===== src/hdl/rrta_pkg.sv =====
// rrta_pkg: shared constants, field layout and controller/datapath
// command and status types of the ring route traffic accumulator
// no dependencies
package rrta_pkg;

	localparam int RING_NODES_DEF   = 16;
	localparam int SUBNETS_DEF      = 3;
	localparam int COUNTER_BITS_DEF = 48;

	localparam int IN_PORTS  = 3;
	localparam int OUT_PORTS = 2;

	localparam int RING_SIZE_W = 5;
	localparam logic [RING_SIZE_W-1:0] RING_SIZE_RST = 5'd16;

	localparam int KIND_W  = 2;
	localparam int NODE_W  = 4;
	localparam int AMT_W   = 32;
	localparam int SUB_W   = 2;
	localparam int PORT_W  = 2;
	localparam int VALUE_W = 48;

	localparam logic [KIND_W-1:0] KIND_MARK  = 2'd0;
	localparam logic [KIND_W-1:0] KIND_READ  = 2'd1;
	localparam logic [KIND_W-1:0] KIND_CLEAR = 2'd2;

	localparam logic [PORT_W-1:0] PORT_LOCAL = 2'd0;
	localparam logic [PORT_W-1:0] PORT_VC0   = 2'd1;
	localparam logic [PORT_W-1:0] PORT_VC1   = 2'd2;

	localparam logic OP_EJECT = 1'b0;
	localparam logic OP_RING  = 1'b1;

	// input tdata layout
	localparam int S_SRC_LSB  = 0;
	localparam int S_DST_LSB  = 4;
	localparam int S_AMT_LSB  = 8;
	localparam int S_SUB_LSB  = 40;
	localparam int S_RN_LSB   = 42;
	localparam int S_RIP_LSB  = 46;
	localparam int S_ROP_LSB  = 48;
	localparam int S_TDATA_W  = 56;

	// output tdata layout
	localparam int M_ERR_BIT  = 48;
	localparam int M_SAT_BIT  = 49;
	localparam int M_PAD_W    = 6;
	localparam int M_TDATA_W  = 56;

	typedef struct packed {
		logic load;
		logic sweep;
		logic rd;
		logic wr;
		logic adv;
		logic cap;
		logic res;
	} dp_cmd_t;

	typedef struct packed {
		logic [KIND_W-1:0] kind;
		logic              bad_mark;
		logic              bad_read;
		logic              at_dst;
		logic              sweep_last;
	} dp_sts_t;

endpackage


===== src/hdl/rrta_ctrl.sv =====
// rrta_ctrl: controller state machine sequencing table sweep, ring walk
// read-modify-write and result hand-off; depends on rrta_pkg
module rrta_ctrl import rrta_pkg::*; (
	input  logic    clk,
	input  logic    arst_n,
	input  logic    s_tvalid,
	output logic    s_tready,
	output logic    m_tvalid,
	input  logic    m_tready,
	input  dp_sts_t sts,
	output dp_cmd_t cmd
);

	localparam logic [2:0] ST_INIT  = 3'd0;
	localparam logic [2:0] ST_IDLE  = 3'd1;
	localparam logic [2:0] ST_CHECK = 3'd2;
	localparam logic [2:0] ST_RD    = 3'd3;
	localparam logic [2:0] ST_MOD   = 3'd4;
	localparam logic [2:0] ST_CLR   = 3'd5;
	localparam logic [2:0] ST_FIN   = 3'd6;

	logic [2:0] state_q;
	logic [2:0] state_d;
	logic       m_tvalid_q;

	assign s_tready = (state_q == ST_IDLE);
	assign m_tvalid = m_tvalid_q;

	always_comb begin
		state_d = state_q;
		cmd     = '0;
		case (state_q)
			ST_INIT: begin
				cmd.sweep = 1'b1;
				if (sts.sweep_last) begin
					state_d = ST_IDLE;
				end
			end
			ST_IDLE: begin
				if (s_tvalid) begin
					cmd.load = 1'b1;
					state_d  = ST_CHECK;
				end
			end
			ST_CHECK: begin
				case (sts.kind)
					KIND_MARK:  state_d = sts.bad_mark ? ST_FIN : ST_RD;
					KIND_READ:  state_d = sts.bad_read ? ST_FIN : ST_RD;
					KIND_CLEAR: state_d = ST_CLR;
					default:    state_d = ST_FIN;
				endcase
			end
			ST_RD: begin
				cmd.rd  = 1'b1;
				state_d = ST_MOD;
			end
			ST_MOD: begin
				if (sts.kind == KIND_READ) begin
					cmd.cap = 1'b1;
					state_d = ST_FIN;
				end else begin
					cmd.wr = 1'b1;
					if (sts.at_dst) begin
						state_d = ST_FIN;
					end else begin
						cmd.adv = 1'b1;
						state_d = ST_RD;
					end
				end
			end
			ST_CLR: begin
				cmd.sweep = 1'b1;
				if (sts.sweep_last) begin
					state_d = ST_FIN;
				end
			end
			ST_FIN: begin
				if (!m_tvalid_q || m_tready) begin
					cmd.res = 1'b1;
					state_d = ST_IDLE;
				end
			end
			default: begin
				state_d = ST_IDLE;
			end
		endcase
	end

	always_ff @(posedge clk or negedge arst_n) begin
		if (!arst_n) begin
			state_q    <= ST_INIT;
			m_tvalid_q <= 1'b0;
		end else begin
			state_q <= state_d;
			if (cmd.res) begin
				m_tvalid_q <= 1'b1;
			end else if (m_tready) begin
				m_tvalid_q <= 1'b0;
			end
		end
	end

endmodule


===== config.mk =====
export PLATFORM = sky130hd
export DESIGN_NAME = rrta_ctrl
export DESIGN_NICKNAME = d
export VERILOG_FILES = /design/src/hdl/rrta_pkg.sv /design/src/hdl/rrta_ctrl.sv
export SDC_FILE = /design/constraint.sdc
export NUM_CORES = 1
export LEC_CHECK = 0
export ABC_AREA = 0
export BUFFER_PORTS_ARGS = -buffer_cell sky130_fd_sc_hd__buf_2
export CORE_AREA = 2 2 39 41
export DETAILED_ROUTE_END_ITERATION = 12
export DIE_AREA = 0 0 41 43
export GPL_ROUTABILITY_DRIVEN = 1
export HOLD_SLACK_MARGIN = 0.08
export PLACE_DENSITY_LB_ADDON = 0.1
export REMOVE_ABC_BUFFERS = 1
export SYNTH_ARGS = -nofsm -noshare
export SYNTH_HDL_FRONTEND = slang
export SYNTH_SLANG_ARGS = --single-unit
export TNS_END_PERCENT = 50

===== constraint.sdc =====
create_clock -name clk -period 2 [get_ports clk]
set_clock_uncertainty 0.1 [all_clocks]
set_input_delay 0.5 -clock clk [delete_from_list [all_inputs] [get_ports clk]]
set_output_delay 0.5 -clock clk [all_outputs]
set_load 0.05 [all_outputs]

Word level (Yosys, flattened, before mapping):

Cells that the tools add are included.

* input bits: 10
* register bits: 4
* logic and storage cells: 43

* equality and inequality tests: 12
* reduce and logical (&&, ||, !) cells: 7
* mux-type cells: 22

Operators by type and width (number)
* $mux W3: 9
* $pmux W3 S7: 1
* $mux W1: 10
* $eq A3 B3 Y1 const B: 3
* $pmux W3 S3: 1
* $ne A2 B2 Y1 const B: 4
* $eq A3 B2 Y1 const B: 2
* $reduce_and A4 Y1: 1
* $eq A3 B1 Y1 const B: 1
* $logic_not A3 Y1: 1
* $eq A2 B1 Y1 const B: 1
* $eq A2 B2 Y1 const B: 1
* $logic_not A2 Y1: 1
* $mux W2: 1
* $reduce_bool A2 Y1: 1
* $reduce_or A2 Y1: 1
* $logic_not A1 Y1: 1
* $logic_or A1 B1 Y1: 1

Logic depth before layout (Yosys ltp):

* depth in word-level cells: 5
* mapped depth: 7
* gate-level depth less buffers: 6

Worst setup path before layout:

OpenSTA, ideal clock, no wires.

* path type: input-to-output
* start: input port sts[4] (netlist bit)
* end: output port cmd[2] (netlist bit)
* data arrival time: 2213 ps
* path slack: -813 ps
* path buffers: 0
* data required time: 1400 ps
* cell stages on the path: 2
* cells stage by stage: nor2b_1 > nor4_1

RTL lines
* start, declared: line rrta_ctrl.sv:10 `input dp_sts_t sts,`
* end, declared: line rrta_ctrl.sv:11 `output dp_cmd_t cmd`

==> out/metrics.yaml <==
wire_per_inst_um: 10.43
worst_setup_path_endpoint: "cmd[1]"
crit-reg2reg-capture: "state_q[2]$_DFFE_PN0P_"
share_clk_of_total_power_pct: 10.3
synthCells: 48
cts.htree.levels: 1
hold_path.class: "register to register"
arrival_time_at_the_worst_endpoint_ns: 1.36
timing.setup.critical_path_class: "register to output pin"
netlist-cell-type-count: 30
outcome: "completed"
worst-path-max-fanout: 4
cap_viol_max_count: 0
ctsRootBufferMaster: "sky130_fd_sc_hd__clkbuf_4"
power.leakage_nw: 0.3216
final-setup-viol-count: 0
rsz0062_at_grt: "yes"
first_pass_iters: 3
yosys_most_used_dff: "sky130_fd_sc_hd__dfrtp_1"
num_io_pins: 19
layout-drive-gt1-share_pct: 54.55
detailed_place_hpwl_um: 777.1
remaining_drc_errors: 0
setup.worst_path.start_class: "register"
final_antenna_net_count: 0
drt_first_iter_violations: 5
syn-mean-instance-area_um2: 8.811
insertion_delay_ns: 0.23
vias: 449
worst_setup_path_end_kind: "output pin"
worst_slew_margin_rel_pct: 72.52
min_period_ns: 1.964
fin_cells: 93
critical_path.reg2reg.startpoint: "state_q[2]$_DFFE_PN0P_"
synth-seq-area-share_pct: 23.67
synthesis.area_um2: 422.9
clock_tree_from_tritoncts: "done"
placedInstanceArea_um2: 555.5
vdd_drop_max_mv: 0.5495
cts_made_buffers: 3
number_of_antenna_violations_at_the_first_check_in_global_routing: 0
part_of_the_total_power_dissipated_in_combinational_logic_pct: 74.7
path_clk_slew_ns: 0.03
cts_num_sinks: 4
port-buffer-count: 18
floorplan.rows: 14
final-max-slew-violation-count: 0
critPathRequiredTime_ns: 1.40
switching_share_pct: 50.01
coreArea_um2: 1384
net-switching-power_w: 0.0004630
final_total_power_w: 0.0009258
worst-slew-pin-transition_ns: 0.4017
route.detailed.vias_per_inst: 4.828
synth_async_sr_flop_share_pct: 100.0
synth_enable_flop_cells: 0
area_delta_synth_final_pct: 55.62
synth_top_cell_by_area: "sky130_fd_sc_hd__dfrtp_1"
pwr_density_cell_nw_per_um2: 1407
grt_usage_pct: 12.68
postRouteWirelength_um: 970
filler_cell_count: 153
pwr-share-seq_pct: 15.0
grt_pass1_wl_um: 1518
max-clock-path-buffers: 2
insertedDiodeCount: 0
aggregate_negative_setup_slack_ns: 0
grt_max_degree: 10
first_global_vias: 399
synth_seq_cells: 4
die_y_um: 43
post-place-cells: 86
place_congestion: 0.7380
timing.reg2reg.setup_slack_ns: 0.21
r2r.worst_path.cells: 7
achievable-frequency_mhz: 509.1
yosys_warnings: 0
synthTopCellsByCount: "sky130_fd_sc_hd__dfrtp_1 (4), sky130_fd_sc_hd__nor2b_1 (4), sky130_fd_sc_hd__nor3_1 (4)"
grt_overflow: 0
portion_of_synthesized_cell_area_occupied_by_the_leading_cell_type_pct: 23.67
fin_area_um2: 658.1
die_w_um: 41
period_share_pct: 98.22
net_total_in_the_final_layout: 90
area_contributors_post_synth: "sky130_fd_sc_hd__dfrtp_1 (24%), sky130_fd_sc_hd__a2111oi_4 (6.5%), sky130_fd_sc_hd__nor2b_1 (5.9%)"
start_util_pct: 30.56
hold_violations: 0
dieArea_um2: 1763
worst_setup_path_startpoint: "state_q[1]$_DFFE_PN0P_"
power_report.internal_total_w: 0.0004629
[kinds of logic after synthesis]
logic type	after synthesis	synth area share [%]
xor+xnor	1	2.071
buf+inv	7	10.65
flops	4	23.67
mux	1	2.367
compound gates	10	20.71
fa+ha+maj	1	2.958
simple gates	24	37.58
[stage by stage]
stage | worst slack (ns) | hold WS (ns) | util (%)
floorplan | -0.8246 | 0.1044 | -
global placement | 0.04070 | 0.2080 | 40.14
detailed placement | 0.02330 | 0.2065 | 40.14
CTS | 0.005008 | 0.4344 | 43.85
global route | -0.03382 | 0.4807 | 47.56
finish | 0.03568 | 0.4296 | 47.56
[critical path: stages, from the launching register on]
cell	delay, ns
sky130_fd_sc_hd__dfrtp_2	0.43
sky130_fd_sc_hd__nand2b_1	0.21
sky130_fd_sc_hd__nor3b_1	0.22
sky130_fd_sc_hd__clkbuf_4	0.27
[state kept, by name (all words and copies together) (netlist names)]
signal and flops:
state_q 3, m_tvalid 1
[area by class of cell]
class	instances	area, um2	share of cell area [%]
flip-flops and latches	4	102.6	15.59
well taps	16	20.02	3.042
inverters	4	15.01	2.281
repair buffers	29	203.9	30.99
multi-input cells	37	294.0	44.68
clock buffers	3	22.52	3.422
[per-layer routing]
layer  track usage, %  vias to the layer above  share of wire, %
li1                 -                      233                 -
met1            12.94                      205                44
met2            21.25                       11                51
met3            4.712                        0               4.3
met4            6.000                        0                 0
met5                0                        -                 0
[cells in the final DEF, fill, tap and decap left out, types with 2 or more instances in the layout]
cell                       count
sky130_fd_sc_hd__nor2b_1       3
sky130_fd_sc_hd__buf_2        14
sky130_fd_sc_hd__clkbuf_4      4
sky130_fd_sc_hd__nor4_1        2
sky130_fd_sc_hd__nand2b_1      3
sky130_fd_sc_hd__dfrtp_1       2
sky130_fd_sc_hd__nor3_1        4
sky130_fd_sc_hd__dfrtp_2       2
sky130_fd_sc_hd__buf_6         3
sky130_fd_sc_hd__buf_4         9
sky130_fd_sc_hd__o21ai_1       2
sky130_fd_sc_hd__inv_1         3
[worst min path at each step]
stage                                     from                   end  slack [ns]  depth (start not counted)
after floorplan                         arst_n  m_tvalid$_DFFE_PN0P_        0.10                          0
after global placement                  arst_n  m_tvalid$_DFFE_PN0P_        0.21                          1
after detailed placement                arst_n  m_tvalid$_DFFE_PN0P_        0.21                          1
after CTS                 m_tvalid$_DFFE_PN0P_  m_tvalid$_DFFE_PN0P_        0.43                          2
after global routing      m_tvalid$_DFFE_PN0P_  m_tvalid$_DFFE_PN0P_        0.48                          2
final                     m_tvalid$_DFFE_PN0P_  m_tvalid$_DFFE_PN0P_        0.43                          2
[power by group through the flow]
stage	registers (W)	logic, W	clock network (W)
after detailed placement	0.000137	0.000614	0
after floorplan	0.000170	0.000407	0
after global placement	0.000138	0.000615	0
after CTS	0.000138	0.000633	0.000102
after global routing	0.000145	0.000744	0.000109
final	0.000139	0.000691	0.0000953
[what timing repair did]
item,CTS,global route
pin swaps,0,2
buffers inserted,0,3
hold buffers,1,0
gates resized for setup,6,10
setup endpoints to repair,3,5
endpoints found under the hold margin,4,0
No activity file was read; power rests on OpenSTA's default activity.
